### src/rtl/bclp_pkg.sv
// ----------------------------------------------------------------------------
// bclp_pkg
// Shared constants, types and helpers for the command-line parser.
// ----------------------------------------------------------------------------
package bclp_pkg;

	localparam int LINE_CHARS   = 18;
	localparam int BUTTON_COUNT = 15;
	localparam int JOY_WIDTH    = 16;

	localparam int LEN_W     = $clog2(LINE_CHARS + 1);
	localparam int MATCH_LEN = 7;
	localparam int BTN_W     = 4;
	localparam int JOY_WIDE  = JOY_WIDTH + 5;

	typedef logic [7:0]                 byte_t;
	typedef logic [LEN_W-1:0]           len_t;
	typedef logic signed [JOY_WIDTH-1:0] joy_t;
	typedef logic signed [JOY_WIDE-1:0]  joy_wide_t;

	localparam joy_wide_t JOY_MAX_WIDE = {{6{1'b0}}, {(JOY_WIDTH-1){1'b1}}};
	localparam joy_wide_t JOY_MIN_WIDE = {{6{1'b1}}, {(JOY_WIDTH-1){1'b0}}};

	localparam byte_t CH_TAB   = 8'd9;
	localparam byte_t CH_LF    = 8'd10;
	localparam byte_t CH_VT    = 8'd11;
	localparam byte_t CH_FF    = 8'd12;
	localparam byte_t CH_CR    = 8'd13;
	localparam byte_t CH_SPACE = 8'h20;
	localparam byte_t CH_PLUS  = 8'h2B;
	localparam byte_t CH_COMMA = 8'h2C;
	localparam byte_t CH_MINUS = 8'h2D;
	localparam byte_t CH_ZERO  = 8'h30;
	localparam byte_t CH_NINE  = 8'h39;
	localparam byte_t CH_LT    = 8'h3C;
	localparam byte_t CH_GT    = 8'h3E;
	localparam byte_t CH_A     = 8'h41;
	localparam byte_t CH_NUL   = 8'h00;
	localparam byte_t CH_BTN_LAST = 8'(8'h41 + BUTTON_COUNT - 1);

	// number scanner phase (atoi style)
	typedef enum logic [1:0] {
		PH_SKIP,
		PH_POS,
		PH_NEG,
		PH_DONE
	} phase_t;

	typedef struct packed {
		logic [BTN_W-1:0] button_code;
		logic             joy_changed;
		joy_t             joy_x;
		joy_t             joy_y;
		logic             connected;
		logic             connect_event;
		logic             lost_event;
	} res_t;

	// "OK+CONN"
	function automatic byte_t conn_char(input logic [2:0] idx);
		byte_t ch;
		case (idx)
			3'd0:    ch = 8'h4F;
			3'd1:    ch = 8'h4B;
			3'd2:    ch = 8'h2B;
			3'd3:    ch = 8'h43;
			3'd4:    ch = 8'h4F;
			3'd5:    ch = 8'h4E;
			3'd6:    ch = 8'h4E;
			default: ch = 8'h00;
		endcase
		return ch;
	endfunction

	// "OK+LOST"
	function automatic byte_t lost_char(input logic [2:0] idx);
		byte_t ch;
		case (idx)
			3'd0:    ch = 8'h4F;
			3'd1:    ch = 8'h4B;
			3'd2:    ch = 8'h2B;
			3'd3:    ch = 8'h4C;
			3'd4:    ch = 8'h4F;
			3'd5:    ch = 8'h53;
			3'd6:    ch = 8'h54;
			default: ch = 8'h00;
		endcase
		return ch;
	endfunction

endpackage

### src/rtl/ble_command_line_parser_top.sv
// ----------------------------------------------------------------------------
// ble_command_line_parser_top
// Byte-stream command-line parser: buttons, joystick position, link status.
// ----------------------------------------------------------------------------
// Pipeline: the input register (byte_s1) feeds the line update, and the result
// register (res_s2) holds the item until out_ready takes it.
// Throughput: one item per cycle while out_ready does not stall the result
// register; the line update in bclp_core sets the rate.
// Reset: arst_n clears the line, frame mode, link status and stored position;
// both pipeline stages come up empty.
module ble_command_line_parser_top (
	input  logic                           clk,
	input  logic                           arst_n,
	input  logic                           in_valid,
	output logic                           in_ready,
	input  logic [7:0]                     rx_byte,
	output logic                           out_valid,
	input  logic                           out_ready,
	output logic [bclp_pkg::BTN_W-1:0]     button_code,
	output logic                           joy_changed,
	output logic signed [bclp_pkg::JOY_WIDTH-1:0] joy_x,
	output logic signed [bclp_pkg::JOY_WIDTH-1:0] joy_y,
	output logic                           connected,
	output logic                           connect_event,
	output logic                           lost_event
);

	logic            valid_s1;
	bclp_pkg::byte_t byte_s1;
	logic            valid_s2;
	bclp_pkg::res_t  res_s2;
	bclp_pkg::res_t  res;
	logic            advance;

	assign advance  = valid_s1 && (!valid_s2 || out_ready);
	assign in_ready = !valid_s1 || advance;

	bclp_core u_core (
		.clk    (clk),
		.arst_n (arst_n),
		.step   (advance),
		.ch     (byte_s1),
		.res    (res)
	);

	always_ff @(posedge clk or negedge arst_n) begin
		if (!arst_n) begin
			valid_s1 <= 1'b0;
			valid_s2 <= 1'b0;
		end else begin
			if (in_valid && in_ready)
				valid_s1 <= 1'b1;
			else if (advance)
				valid_s1 <= 1'b0;
			if (advance)
				valid_s2 <= 1'b1;
			else if (out_ready)
				valid_s2 <= 1'b0;
		end
	end

	always_ff @(posedge clk) begin
		if (in_valid && in_ready)
			byte_s1 <= rx_byte;
		if (advance)
			res_s2 <= res;
	end

	assign out_valid     = valid_s2;
	assign button_code   = res_s2.button_code;
	assign joy_changed   = res_s2.joy_changed;
	assign joy_x         = res_s2.joy_x;
	assign joy_y         = res_s2.joy_y;
	assign connected     = res_s2.connected;
	assign connect_event = res_s2.connect_event;
	assign lost_event    = res_s2.lost_event;

endmodule

### src/rtl/bclp_num.sv
// ----------------------------------------------------------------------------
// bclp_num
// One step of an atoi-style scan: whitespace skip, sign, digits, saturation.
// ----------------------------------------------------------------------------
module bclp_num (
	input  bclp_pkg::phase_t phase,
	input  bclp_pkg::joy_t   acc,
	input  bclp_pkg::byte_t  ch,
	output bclp_pkg::phase_t phase_n,
	output bclp_pkg::joy_t   acc_n
);

	logic                 is_dig;
	logic                 is_ws;
	logic [3:0]           dig;
	bclp_pkg::joy_wide_t  acc_w;
	bclp_pkg::joy_wide_t  prod;
	bclp_pkg::joy_wide_t  pos_v;
	bclp_pkg::joy_wide_t  neg_v;
	bclp_pkg::joy_wide_t  dig_w;

	assign is_dig = (ch >= bclp_pkg::CH_ZERO) && (ch <= bclp_pkg::CH_NINE);
	assign is_ws  = (ch == bclp_pkg::CH_SPACE) || (ch == bclp_pkg::CH_TAB) ||
	                (ch == bclp_pkg::CH_VT) || (ch == bclp_pkg::CH_FF);
	assign dig    = 4'(ch - bclp_pkg::CH_ZERO);
	assign dig_w  = bclp_pkg::joy_wide_t'({1'b0, dig});
	assign acc_w  = bclp_pkg::joy_wide_t'(acc);
	// times ten as two shifts
	assign prod   = (acc_w <<< 3) + (acc_w <<< 1);
	assign pos_v  = prod + dig_w;
	assign neg_v  = prod - dig_w;

	always_comb begin
		phase_n = phase;
		acc_n   = acc;
		case (phase)
			bclp_pkg::PH_SKIP: begin
				if (!is_ws) begin
					if (ch == bclp_pkg::CH_PLUS) begin
						phase_n = bclp_pkg::PH_POS;
					end else if (ch == bclp_pkg::CH_MINUS) begin
						phase_n = bclp_pkg::PH_NEG;
					end else if (is_dig) begin
						phase_n = bclp_pkg::PH_POS;
						acc_n   = bclp_pkg::joy_t'(dig_w);
					end else begin
						phase_n = bclp_pkg::PH_DONE;
					end
				end
			end
			bclp_pkg::PH_POS: begin
				if (is_dig) begin
					if (pos_v > bclp_pkg::JOY_MAX_WIDE)
						acc_n = bclp_pkg::joy_t'(bclp_pkg::JOY_MAX_WIDE);
					else
						acc_n = bclp_pkg::joy_t'(pos_v);
				end else begin
					phase_n = bclp_pkg::PH_DONE;
				end
			end
			bclp_pkg::PH_NEG: begin
				if (is_dig) begin
					if (neg_v < bclp_pkg::JOY_MIN_WIDE)
						acc_n = bclp_pkg::joy_t'(bclp_pkg::JOY_MIN_WIDE);
					else
						acc_n = bclp_pkg::joy_t'(neg_v);
				end else begin
					phase_n = bclp_pkg::PH_DONE;
				end
			end
			default: begin
				phase_n = phase;
			end
		endcase
	end

endmodule

### src/rtl/bclp_core.sv
// ----------------------------------------------------------------------------
// bclp_core
// Line state and per-byte update; produces the result of the byte at its input.
// ----------------------------------------------------------------------------
module bclp_core (
	input  logic            clk,
	input  logic            arst_n,
	input  logic            step,
	input  bclp_pkg::byte_t ch,
	output bclp_pkg::res_t  res
);

	bclp_pkg::len_t   len_q,   len_n;
	logic             frame_q, frame_n;
	bclp_pkg::byte_t  first_q, first_n;
	logic             comma_q, comma_n;
	bclp_pkg::joy_t   yacc_q,  yacc_n;
	bclp_pkg::phase_t yph_q,   yph_n;
	bclp_pkg::joy_t   xacc_q,  xacc_n;
	bclp_pkg::phase_t xph_q,   xph_n;
	logic             conn_q,  conn_n;
	logic             lost_q,  lost_n;
	logic             link_q,  link_n;
	bclp_pkg::joy_t   lastx_q, lastx_n;
	bclp_pkg::joy_t   lasty_q, lasty_n;

	bclp_pkg::phase_t yph_f, xph_f;
	bclp_pkg::joy_t   yacc_f, xacc_f;

	logic                       append;
	logic                       clr;
	logic [bclp_pkg::BTN_W-1:0] btn;
	logic                       chg;
	logic                       cev;
	logic                       lev;

	bclp_num u_num_y (
		.phase   (yph_q),
		.acc     (yacc_q),
		.ch      (ch),
		.phase_n (yph_f),
		.acc_n   (yacc_f)
	);

	bclp_num u_num_x (
		.phase   (xph_q),
		.acc     (xacc_q),
		.ch      (ch),
		.phase_n (xph_f),
		.acc_n   (xacc_f)
	);

	assign append = (ch != bclp_pkg::CH_LT) && (ch != bclp_pkg::CH_GT) &&
	                (ch != bclp_pkg::CH_NUL) && (ch != bclp_pkg::CH_LF) &&
	                (ch != bclp_pkg::CH_CR) &&
	                (len_q < bclp_pkg::len_t'(bclp_pkg::LINE_CHARS));

	always_comb begin
		len_n   = len_q;
		frame_n = frame_q;
		first_n = first_q;
		comma_n = comma_q;
		yacc_n  = yacc_q;
		yph_n   = yph_q;
		xacc_n  = xacc_q;
		xph_n   = xph_q;
		conn_n  = conn_q;
		lost_n  = lost_q;
		link_n  = link_q;
		lastx_n = lastx_q;
		lasty_n = lasty_q;
		clr     = 1'b0;
		btn     = '0;
		chg     = 1'b0;
		cev     = 1'b0;
		lev     = 1'b0;

		if (ch == bclp_pkg::CH_LT) begin
			frame_n = 1'b1;
		end else if (ch == bclp_pkg::CH_GT) begin
			clr     = 1'b1;
			frame_n = 1'b0;
			if (len_q != '0 && first_q >= bclp_pkg::CH_A &&
			    first_q <= bclp_pkg::CH_BTN_LAST) begin
				btn = bclp_pkg::BTN_W'(first_q - bclp_pkg::CH_A + 8'd1);
			end else if (comma_q && (xacc_q != lastx_q || yacc_q != lasty_q)) begin
				chg     = 1'b1;
				lastx_n = xacc_q;
				lasty_n = yacc_q;
			end
		end else if (ch != bclp_pkg::CH_NUL) begin
			if (append) begin
				if (len_q == '0)
					first_n = ch;
				if (len_q < bclp_pkg::len_t'(bclp_pkg::MATCH_LEN)) begin
					conn_n = conn_q && (ch == bclp_pkg::conn_char(len_q[2:0]));
					lost_n = lost_q && (ch == bclp_pkg::lost_char(len_q[2:0]));
				end else begin
					conn_n = 1'b0;
					lost_n = 1'b0;
				end
				if (!comma_q) begin
					if (ch == bclp_pkg::CH_COMMA) begin
						comma_n = 1'b1;
					end else begin
						yph_n  = yph_f;
						yacc_n = yacc_f;
					end
				end else begin
					xph_n  = xph_f;
					xacc_n = xacc_f;
				end
				len_n = len_q + 1'b1;
			end
			if (!frame_q) begin
				if (conn_n && len_n == bclp_pkg::len_t'(bclp_pkg::MATCH_LEN)) begin
					clr    = 1'b1;
					link_n = 1'b1;
					cev    = 1'b1;
				end else if (lost_n && len_n == bclp_pkg::len_t'(bclp_pkg::MATCH_LEN)) begin
					clr    = 1'b1;
					link_n = 1'b0;
					lev    = 1'b1;
				end else if (ch == bclp_pkg::CH_LF) begin
					clr = 1'b1;
				end
			end
		end

		if (clr) begin
			len_n   = '0;
			first_n = '0;
			comma_n = 1'b0;
			yacc_n  = '0;
			yph_n   = bclp_pkg::PH_SKIP;
			xacc_n  = '0;
			xph_n   = bclp_pkg::PH_SKIP;
			conn_n  = 1'b1;
			lost_n  = 1'b1;
		end
	end

	always_comb begin
		res.button_code   = btn;
		res.joy_changed   = chg;
		res.joy_x         = lastx_n;
		res.joy_y         = lasty_n;
		res.connected     = link_n;
		res.connect_event = cev;
		res.lost_event    = lev;
	end

	always_ff @(posedge clk or negedge arst_n) begin
		if (!arst_n) begin
			len_q   <= '0;
			frame_q <= 1'b0;
			first_q <= '0;
			comma_q <= 1'b0;
			yacc_q  <= '0;
			yph_q   <= bclp_pkg::PH_SKIP;
			xacc_q  <= '0;
			xph_q   <= bclp_pkg::PH_SKIP;
			conn_q  <= 1'b1;
			lost_q  <= 1'b1;
			link_q  <= 1'b0;
			lastx_q <= '0;
			lasty_q <= '0;
		end else if (step) begin
			len_q   <= len_n;
			frame_q <= frame_n;
			first_q <= first_n;
			comma_q <= comma_n;
			yacc_q  <= yacc_n;
			yph_q   <= yph_n;
			xacc_q  <= xacc_n;
			xph_q   <= xph_n;
			conn_q  <= conn_n;
			lost_q  <= lost_n;
			link_q  <= link_n;
			lastx_q <= lastx_n;
			lasty_q <= lasty_n;
		end
	end

endmodule

### config.mk
export PLATFORM = sky130hd
export DESIGN_NAME = ble_command_line_parser_top
export DESIGN_NICKNAME = d
export VERILOG_FILES = /design/src/rtl/bclp_pkg.sv /design/src/rtl/ble_command_line_parser_top.sv /design/src/rtl/bclp_num.sv /design/src/rtl/bclp_core.sv
export SDC_FILE = /design/constraint.sdc
export NUM_CORES = 1
export LEC_CHECK = 0
export BUFFER_PORTS_ARGS = -buffer_cell sky130_fd_sc_hd__clkbuf_2
export CAP_MARGIN = 25
export CORE_MARGIN = 2
export CORE_UTILIZATION = 35
export DETAILED_ROUTE_END_ITERATION = 12
export PLACE_DENSITY = 0.55
export REMOVE_ABC_BUFFERS = 1
export SLEW_MARGIN = 20
export SYNTH_ARGS = -nofsm -noshare
export SYNTH_HDL_FRONTEND = slang
export SYNTH_SLANG_ARGS = --single-unit
### constraint.sdc
create_clock -name clk -period 5.1 [get_ports clk]
set_input_delay 0.765 -clock clk [delete_from_list [all_inputs] [get_ports clk]]
set_output_delay 0.765 -clock clk [all_outputs]
set_load 0.02 [all_outputs]
==> results.toml, run 1 <==
[status]
run_status = "finished, final reports clean"

[die]
core-area_um2 = 27930
rows = 61
num_io_pins = 54
fp.dieArea_um2 = 29950
start_util_pct = 35.81
die-height_um = 173.1
fp.dieW_um = 173.1

[timing]
worst_slew_pin_slew_ns = 0.9250
period_minus_slack_ns = 4.627
finalSetupTns_ns = 0
hold_violations = 0
slew_headroom_pct = 37.86
fin_crit_sh_pct = 90.73
fin_skew_ns = 0.01327
setup_ws_ns = 0.4726
rsz0062_at_grt = "false"
fmax_ghz = 0.2161
setup-violations-final = 0
drv_slew = 0

[grt]
grt_overflow = 0
grt_pass1_wl_um = 44790
antenna_found_initial = 0
grt_pass1_vias = 8335
grt_max_degree = 74
grtUsageTotal_pct = 18.49

[clock_tree]
cts_root_buf = "clkbuf_16"
cts_tree = "built"
cts_hold_buf = 0
cts_resized = 0
htree_levels = 4
numCtsBuffers = 17
path_clk_slew_ns = 0.07
worstSkewPairLatency_ns = 0.43
post_cts_buffers = 0
numClockSinks = 136
clock_path_buffers = 2

[drt]
drtIter0Drc = 729
wirelength_um = 27420
drtAntennaViolNets = 0
post_drt_wl_per_cell_um = 17.15
dr.pass1.iters = 5
drc_errors = 0
viasPerCell = 5.432
routed-via-count = 8685

[critical_path]
start_kind = "flop"
reg2reg_depth = 13
worstPathArrival_ns = 4.93
critical_path_class = "reg -> reg"
critPathCaptureType = "flop"
rrSetupSlack_ns = 0.47
worstReg2RegEnd = "u_core.yacc_q[9]"
r2r_start = "u_core.yacc_q[0]"
required_ns = 5.40
cp-startpoint = "u_core.yacc_q[0]"
cp-endpoint = "u_core.yacc_q[9]"
crit_fanout = 14

[flow_run]
drv_cap = 0

[power]
power_density_nw_per_um2 = 430.2
power.leakage_nw = 5.241
ir_drop_mv = 0.1937

[yosys]
ys.flop_type = "dfrtp_1"
syn_inst = 1168
synthArstFlopShare_pct = 64.71
ys_ff_latch = 136
yosysTopAreaCell = "dfrtp_1"
synth_top_area_share_pct = 21.52
synth.avg_cell_area_um2 = 8.563
ys_seq_area_share_pct = 36.45
netlist-cell-type-count = 81
ys_warn_count = 0
synth_edf_count = 48
yosys-top-cells-area = "dfrtp_1, edfxtp_1, nand2_1"
synth_area_um2 = 10000

[cells_and_area]
final_cell_mix = "nand2_1, dfrtp_1, a21oi_1"
final_common_cell = "nand2_1"
stdcell_count = 1599
nets = 1283
area_growth_pct = 12.57
fillers = 2894
drive_above_1_share_pct = 10.16
antenna_cells = 0

[place]
hpwl_um = 19770
place.gp.congestion = 0.9184
placedCellCount = 1567
post-place-ws_ns = 0.5361
portBuffers = 53

[min_path]
min_path_type = "in -> async"
## power by group
part	internal, mW	total [mW]	switching, mW
sequential	1.27	1.45	0.188
combinational	0.821	2.15	1.33
clock	0.692	1.24	0.551
## worst min path at each step
stage	from	to	slack, ns
floorplan	valid_s1	out_valid	0.46
global placement	valid_s1	out_valid	0.47
detailed placement	u_core.first_q[6]	u_core.first_q[6]	0.48
CTS	arst_n	u_core.lasty_q[2]	0.46
global route	arst_n	u_core.yacc_q[2]	0.49
finish	arst_n	u_core.yacc_q[2]	0.43
## per-layer routing
metal	wire length, µm	GRT usage, %	up-vias
met5	0	0	-
met4	632	6.427	0
met3	1124	3.144	43
met2	12190	28.73	202
met1	13480	25.97	4140
li1	-	-	4300
## area by class of cell
type                            count  area (µm²)  area share (%)
Clock buffer                       17       425.4           3.778
Clock inverter                     15       156.4           1.389
Inverter                           34       127.6           1.133
Multi-Input combinational cell    952        6058           53.81
Sequential cell                   136        3646           32.38
Tap cell                          378       473.0           4.200
Timing Repair Buffer               67       372.9           3.311
## registers in the layout, summed over array words and instances, names as in the netlist, 4 cells and up
name	flops
button_code	4
byte_s1	8
joy_x	16
joy_y	16
u_core.first_q	8
u_core.lastx_q	16
u_core.lasty_q	16
u_core.len_q	5
u_core.xacc_q	16
u_core.yacc_q	16
## critical path, cell delays in order, from the launching register on
cell      delay, ns
dfrtp_1        0.45
ha_1           0.28
fa_1           0.43
a211oi_1       0.34
o21ai_1        0.22
nand2_1        0.12
xor2_1         0.57
nand4_1        0.26
nor4b_1        0.49
nand4_1        0.16
a32o_1         0.47
or3_1          0.41
a21oi_1        0.15
o221ai_1       0.14
## stage by stage
step | utilization (%) | instance area (µm²) | hold WS (ns) | total power [mW]
detailed placement | 38.22 | 10680 | 0.4806 | 3.585
global placement | 38.22 | 10680 | 0.4699 | 3.582
CTS | 40.31 | 11260 | 0.4644 | 4.858
floorplan | - | 9817 | 0.4572 | 3.041
global route | 40.31 | 11260 | 0.4891 | 5.190
finish | 40.31 | 11260 | 0.4289 | 4.844
## cells by family after synthesis
family	count (synthesis)	share of synthesized area, %
adders and majority gates	63	8.331
AOI/OAI and AO/OA	279	18.68
DFF	136	36.45
xor gates and xnor gates	95	8.469
and+or+nand+nor	509	24.32
muxes	6	0.6255
buffers and inverters	80	3.127
## cell usage after synthesis, drive strengths merged (16+ instances only)
library cell / number
a21o: 17
a21oi: 66
clkbuf: 37
dfrtp: 86
edfxtp: 48
ha: 57
inv: 31
nand2: 257
nand2b: 17
nand3: 26
nand4: 16
nor2: 61
nor3: 33
nor4: 18
o21ai: 68
xnor2: 31
xor2: 64
Power figures use the tool's default switching activity.
==> run 2, diff against run 1 <==
- CTS_BUF_LIST: not set -> sky130_fd_sc_hd__clkbuf_8
==> run 2 against run 1 <==
Non-clock buffer count is the same. Core utilization shrank 0.69 points. Cell count is the same. Worst hold slack lost 0.042 ns. Sequential cell count is the same. First-iteration DRC count grew 10%. Global-route usage is essentially flat. Clock skew grew 0.0071 ns. Clock power shrank 25%. Largest power group unchanged. Cell area shrank 1.7%. Critical path type unchanged.
==> results.toml, run 2 (synthesized netlist as in run 1, its figures left out) <==
[grt]
grt_overflow = 0
antenna_found_initial = 0
grt_pass1_wl_um = 44790
grt_max_degree = 74
grtUsageTotal_pct = 18.47
grt_pass1_vias = 8332

[status]
run_status = "finished, final reports clean"

[timing]
fin_skew_ns = 0.02036
fin_crit_sh_pct = 90.95
slew_headroom_pct = 34.09
period_minus_slack_ns = 4.638
drv_slew = 0
finalSetupTns_ns = 0
fmax_ghz = 0.2156
rsz0062_at_grt = "false"
worst_slew_pin_slew_ns = 0.9810
hold_violations = 0
setup-violations-final = 0

[drt]
drc_errors = 0
post_drt_wl_per_cell_um = 17.12
viasPerCell = 5.416
routed-via-count = 8660
wirelength_um = 27370
dr.pass1.iters = 5
drtIter0Drc = 805
drtAntennaViolNets = 0

[place]
place.gp.congestion = 0.9184
portBuffers = 53
place_area_um2 = 10680
hpwl_um = 19770

[power]
p_comb_share_pct = 47.4
ir_drop_mv = 0.1942
p_sw_share_pct = 44.85
clkPwrFrac_pct = 20.5
power.leakage_nw = 5.153
p_sw_mw = 2.025
intPower_mw = 2.491
sequentialPowerShare_pct = 32.2
power_density_nw_per_um2 = 408.0

[die]
start_util_pct = 35.81
die-height_um = 173.1
num_io_pins = 54
fp.dieW_um = 173.1
rows = 61
fp.dieArea_um2 = 29950
core-area_um2 = 27930

[cells_and_area]
design_area_um2 = 11070
final_common_cell = "nand2_1"
area_growth_pct = 10.66
nets = 1283
antenna_cells = 0
drive_above_1_share_pct = 10.16
final_cell_mix = "nand2_1, dfrtp_1, a21oi_1"

[critical_path]
worst_path_largest_cell_delay_ns = 0.57
start_kind = "flop"
critPathCaptureType = "flop"
critPathSlowestCell = "xor2_1"
crit_fanout = 14
path_cells = "ha_1, fa_1, a211oi_1, o21ai_1, nand2_1, xor2_1, nand4_1, nor4b_1, nand4_1, a32o_1, or3_1, a21oi_1, o221ai_1"
worstPathArrival_ns = 4.98
critical_path_buf_inv_count = 0
critical_path_class = "reg -> reg"
cpLargestDelayFamily = "simple AND/OR/NAND/NOR gates"
path_common_cell = "nand4_1"
required_ns = 5.44

[clock_tree]
numCtsBuffers = 17
cts_resized = 0
worstSkewPairLatency_ns = 0.47
cts_root_buf = "clkbuf_8"
post_cts_buffers = 0
numClockSinks = 136
cts_tree = "built"
clock_path_buffers = 2
htree_levels = 4
path_clk_slew_ns = 0.10
cts_hold_buf = 0

[flow_run]
drv_cap = 0

[min_path]
min_path_type = "in -> async"
[run 2: cell counts in the layout (fill, tap and decap cells not counted)]
No cell type changed its count.
[run 2: power groups by stage]
stage               clock, mW  combinational [mW]  sequential [mW]
finish                  0.924                2.14             1.45
global route            0.992                2.38             1.48
CTS                     0.950                2.12             1.45
detailed placement          0                2.11             1.48
global placement            0                2.11             1.47
floorplan                   0                1.60             1.44
[run 2: final timing paths]
| path | from | to | slack, ns | cells past startpoint |
|---|---|---|---|---|
| worst max-delay path | u_core.yacc_q[0] | u_core.yacc_q[9] | 0.46 | 13 |
| worst min-delay path | arst_n | u_core.yacc_q[2] | 0.39 | 1 |
| worst max register to register | u_core.yacc_q[0] | u_core.yacc_q[9] | 0.46 | 13 |
| worst min register to register | valid_s1 | out_valid | 0.50 | 1 |
| max in group asynchronous | arst_n | u_core.lastx_q[15] | 3.74 | 2 |
| min in group clk | rx_byte[7] | byte_s1[7] | 0.47 | 1 |
[run 2: layout make-up]
type / count / area (µm²)
clock buffer: 17 / 234.0
clock inverter: 15 / 156.4
fill: 2925 / 16870
inverter: 34 / 127.6
multi-input combinational: 952 / 6058
sequential: 136 / 3646
tap: 378 / 473.0
timing repair buffer: 67 / 372.9
[run 2: routing by layer]
metal	vias to the layer above	part of all wire [%]	global-route usage (%)
met5	-	0	0
met4	0	2.3	6.638
met3	41	4.6	2.946
met2	204	44	28.62
met1	4127	49	26.04
li1	4288	-	-
[run 2: per-stage QoR]
| stage | hold WS [ns] | power [mW] | instances | utilization [%] | setup slack, ns |
|---|---|---|---|---|---|
| floorplan | 0.4572 | 3.041 | 1122 | - | 0.5192 |
| global placement | 0.4699 | 3.582 | 1567 | 38.22 | 0.7098 |
| detailed placement | 0.4806 | 3.585 | 1567 | 38.22 | 0.5361 |
| CTS | 0.4152 | 4.527 | 1599 | 39.62 | 0.5117 |
| global route | 0.4356 | 4.859 | 1599 | 39.62 | 0.08681 |
| finish | 0.3872 | 4.516 | 1599 | 39.62 | 0.4616 |
==> run 3, diff against run 2 <==
- CORE_UTILIZATION: 35 -> 64
- PLACE_DENSITY: 0.55 -> 0.87
==> run 3 against run 2 <==
First-iteration DRC count is 6.5% lower. Non-clock buffer count shrank 4. Die area fell by 44%. Cell area is 1.9% lower. Critical path depth unchanged. Core utilization increased by 32 points. Critical path type unchanged.
==> results.toml, run 3 (synthesized netlist as in run 1, its figures left out) <==
[status]
run_status = "finished, final reports clean"

[grt]
grtUsageTotal_pct = 31.09
grt_pass1_wl_um = 41030
antenna_found_initial = 0
grt_max_degree = 74
grt_overflow = 0
grt_pass1_vias = 8357

[critical_path]
path_common_cell = "nand4_1"
critPathCaptureType = "flop"
worst_path_largest_cell_delay_ns = 0.57
required_ns = 5.42
reg2reg_depth = 13
rrSetupSlack_ns = 0.36
critical_path_class = "reg -> reg"
worstReg2RegEnd = "u_core.yacc_q[9]"
critPathSlowestCell = "xor2_1"
r2r_start = "u_core.yacc_q[0]"
path_cells = "ha_1, fa_1, a211oi_1, o21ai_1, nand2_1, xor2_1, nand4_1, nor4b_1, nand4_1, a32o_1, or3_1, a21oi_1, o221ai_1"
start_kind = "flop"
worstPathArrival_ns = 5.06
crit_fanout = 14

[die]
core-area_um2 = 15260
start_util_pct = 65.55
rows = 45
fp.dieArea_um2 = 16640
num_io_pins = 54
fp.dieW_um = 129.0
die-height_um = 129.0

[drt]
routed-via-count = 8973
drc_errors = 0
drtIter0Drc = 753
drtAntennaViolNets = 0
dr_wl_met2_um = 11900
wirelength_um = 25190
highest_layer = "met4"
dr_wl_met3_um = 1825
post_drt_wl_per_cell_um = 17.64
dr.pass1.iters = 5
viasPerCell = 6.284
wl_met1_um = 10780

[clock_tree]
cts_resized = 0
clock_path_buffers = 2
cts_root_buf = "clkbuf_8"
cts_tree = "built"
htree_levels = 4
numClockSinks = 136
worstSkewPairLatency_ns = 0.46
cts_hold_buf = 0
path_clk_slew_ns = 0.08
numCtsBuffers = 17
post_cts_buffers = 0

[timing]
drv_slew = 0
fmax_ghz = 0.2112
worst_slew_pin_slew_ns = 0.8473
setup-violations-final = 0
fin_skew_ns = 0.01356
slew_headroom_pct = 43.08
period_minus_slack_ns = 4.735
fin_crit_sh_pct = 92.85
hold_violations = 0
rsz0062_at_grt = "false"
setup_ws_ns = 0.3647
finalSetupTns_ns = 0

[power]
p_comb_share_pct = 47.3
p_sw_share_pct = 43.31
power.leakage_nw = 5.147
power_mw = 4.558
clkPwrFrac_pct = 20.9
sequentialPowerShare_pct = 31.9
power_density_nw_per_um2 = 419.8
ir_drop_mv = 0.3264
p_sw_mw = 1.974
intPower_mw = 2.584

[place]
place.gp.congestion = 0.9614
post-place-ws_ns = 0.5361
portBuffers = 53
place_area_um2 = 10440
hpwl_um = 18150

[cells_and_area]
final_cell_mix = "nand2_1, dfrtp_1, a21oi_1"
drive_above_1_share_pct = 9.778
antenna_cells = 0
area_growth_pct = 8.544
nets = 1279
design_area_um2 = 10860
final_core_util_pct = 71.15
fillers = 1195
final_common_cell = "nand2_1"

[flow_run]
drv_cap = 0

[min_path]
min_path_type = "in -> async"
run 3: cell count changes in the layout (fill, tap and decap cells not counted):
cell and change:
buf_4 -4, clkinv_2 +1, inv_8 -4, bufinv_16 +2, clkinvlp_4 +1, clkinv_4 -2, inv_1 +1, clkbuf_8 +1
run 3: how the worst max path moves through the flow:
stage	from	end	slack (ns)	cells past startpoint
detailed placement	u_core.yacc_q[0]	u_core.yacc_q[9]	0.54	13
floorplan	out_ready	u_core.yacc_q[15]	0.52	9
finish	u_core.yacc_q[0]	u_core.yacc_q[9]	0.36	13
global route	u_core.yacc_q[0]	u_core.yacc_q[9]	0.02	13
CTS	u_core.yacc_q[0]	u_core.yacc_q[9]	0.49	13
global placement	u_core.yacc_q[0]	u_core.yacc_q[9]	0.76	13
run 3: layout make-up:
class                      instances  area [µm²]  area share, %
timing repair buffer              63       342.8          3.158
inverter                          34       127.6          1.176
multi-input combinational        952        6058          55.80
sequential                       136        3646          33.58
clock inverter                    14       170.2          1.567
clock buffer                      18       247.7          2.282
tap                              211       264.0          2.432
run 3: metal layers:
layer / up-vias / track usage (%)
li1: 4284 / -
met1: 4219 / 42.09
met2: 407 / 51.04
met3: 63 / 4.666
met4: 0 / 11.76
met5: - / 0
run 3: worst max-delay path, delay by kind of cell, from the launching register on:
family	cells	cell delay, ns
and+or+nand+nor	5	1.49
adders and majority gates	2	0.70
DFF	1	0.45
AOI/OAI and AO/OA	5	1.39
xor gates and xnor gates	1	0.57
run 3: metrics by stage:
step                      hold slack (ns)  std cells
after floorplan                    0.4572       1122
after global placement             0.4769       1396
after detailed placement           0.4781       1396
after CTS                          0.3082       1428
after global routing               0.3102       1428
final                              0.2820       1428
run 3: power groups by stage:
stage          Combinational [mW]  Clock [mW]  Sequential [mW]
2_1_floorplan                1.60           0             1.44
3_3_place_gp                 2.07           0             1.46
3_5_place_dp                 2.08           0             1.46
4_1_cts                      2.10       0.950             1.45
5_1_grt                      2.37       0.998             1.47
6_report                     2.15       0.951             1.45
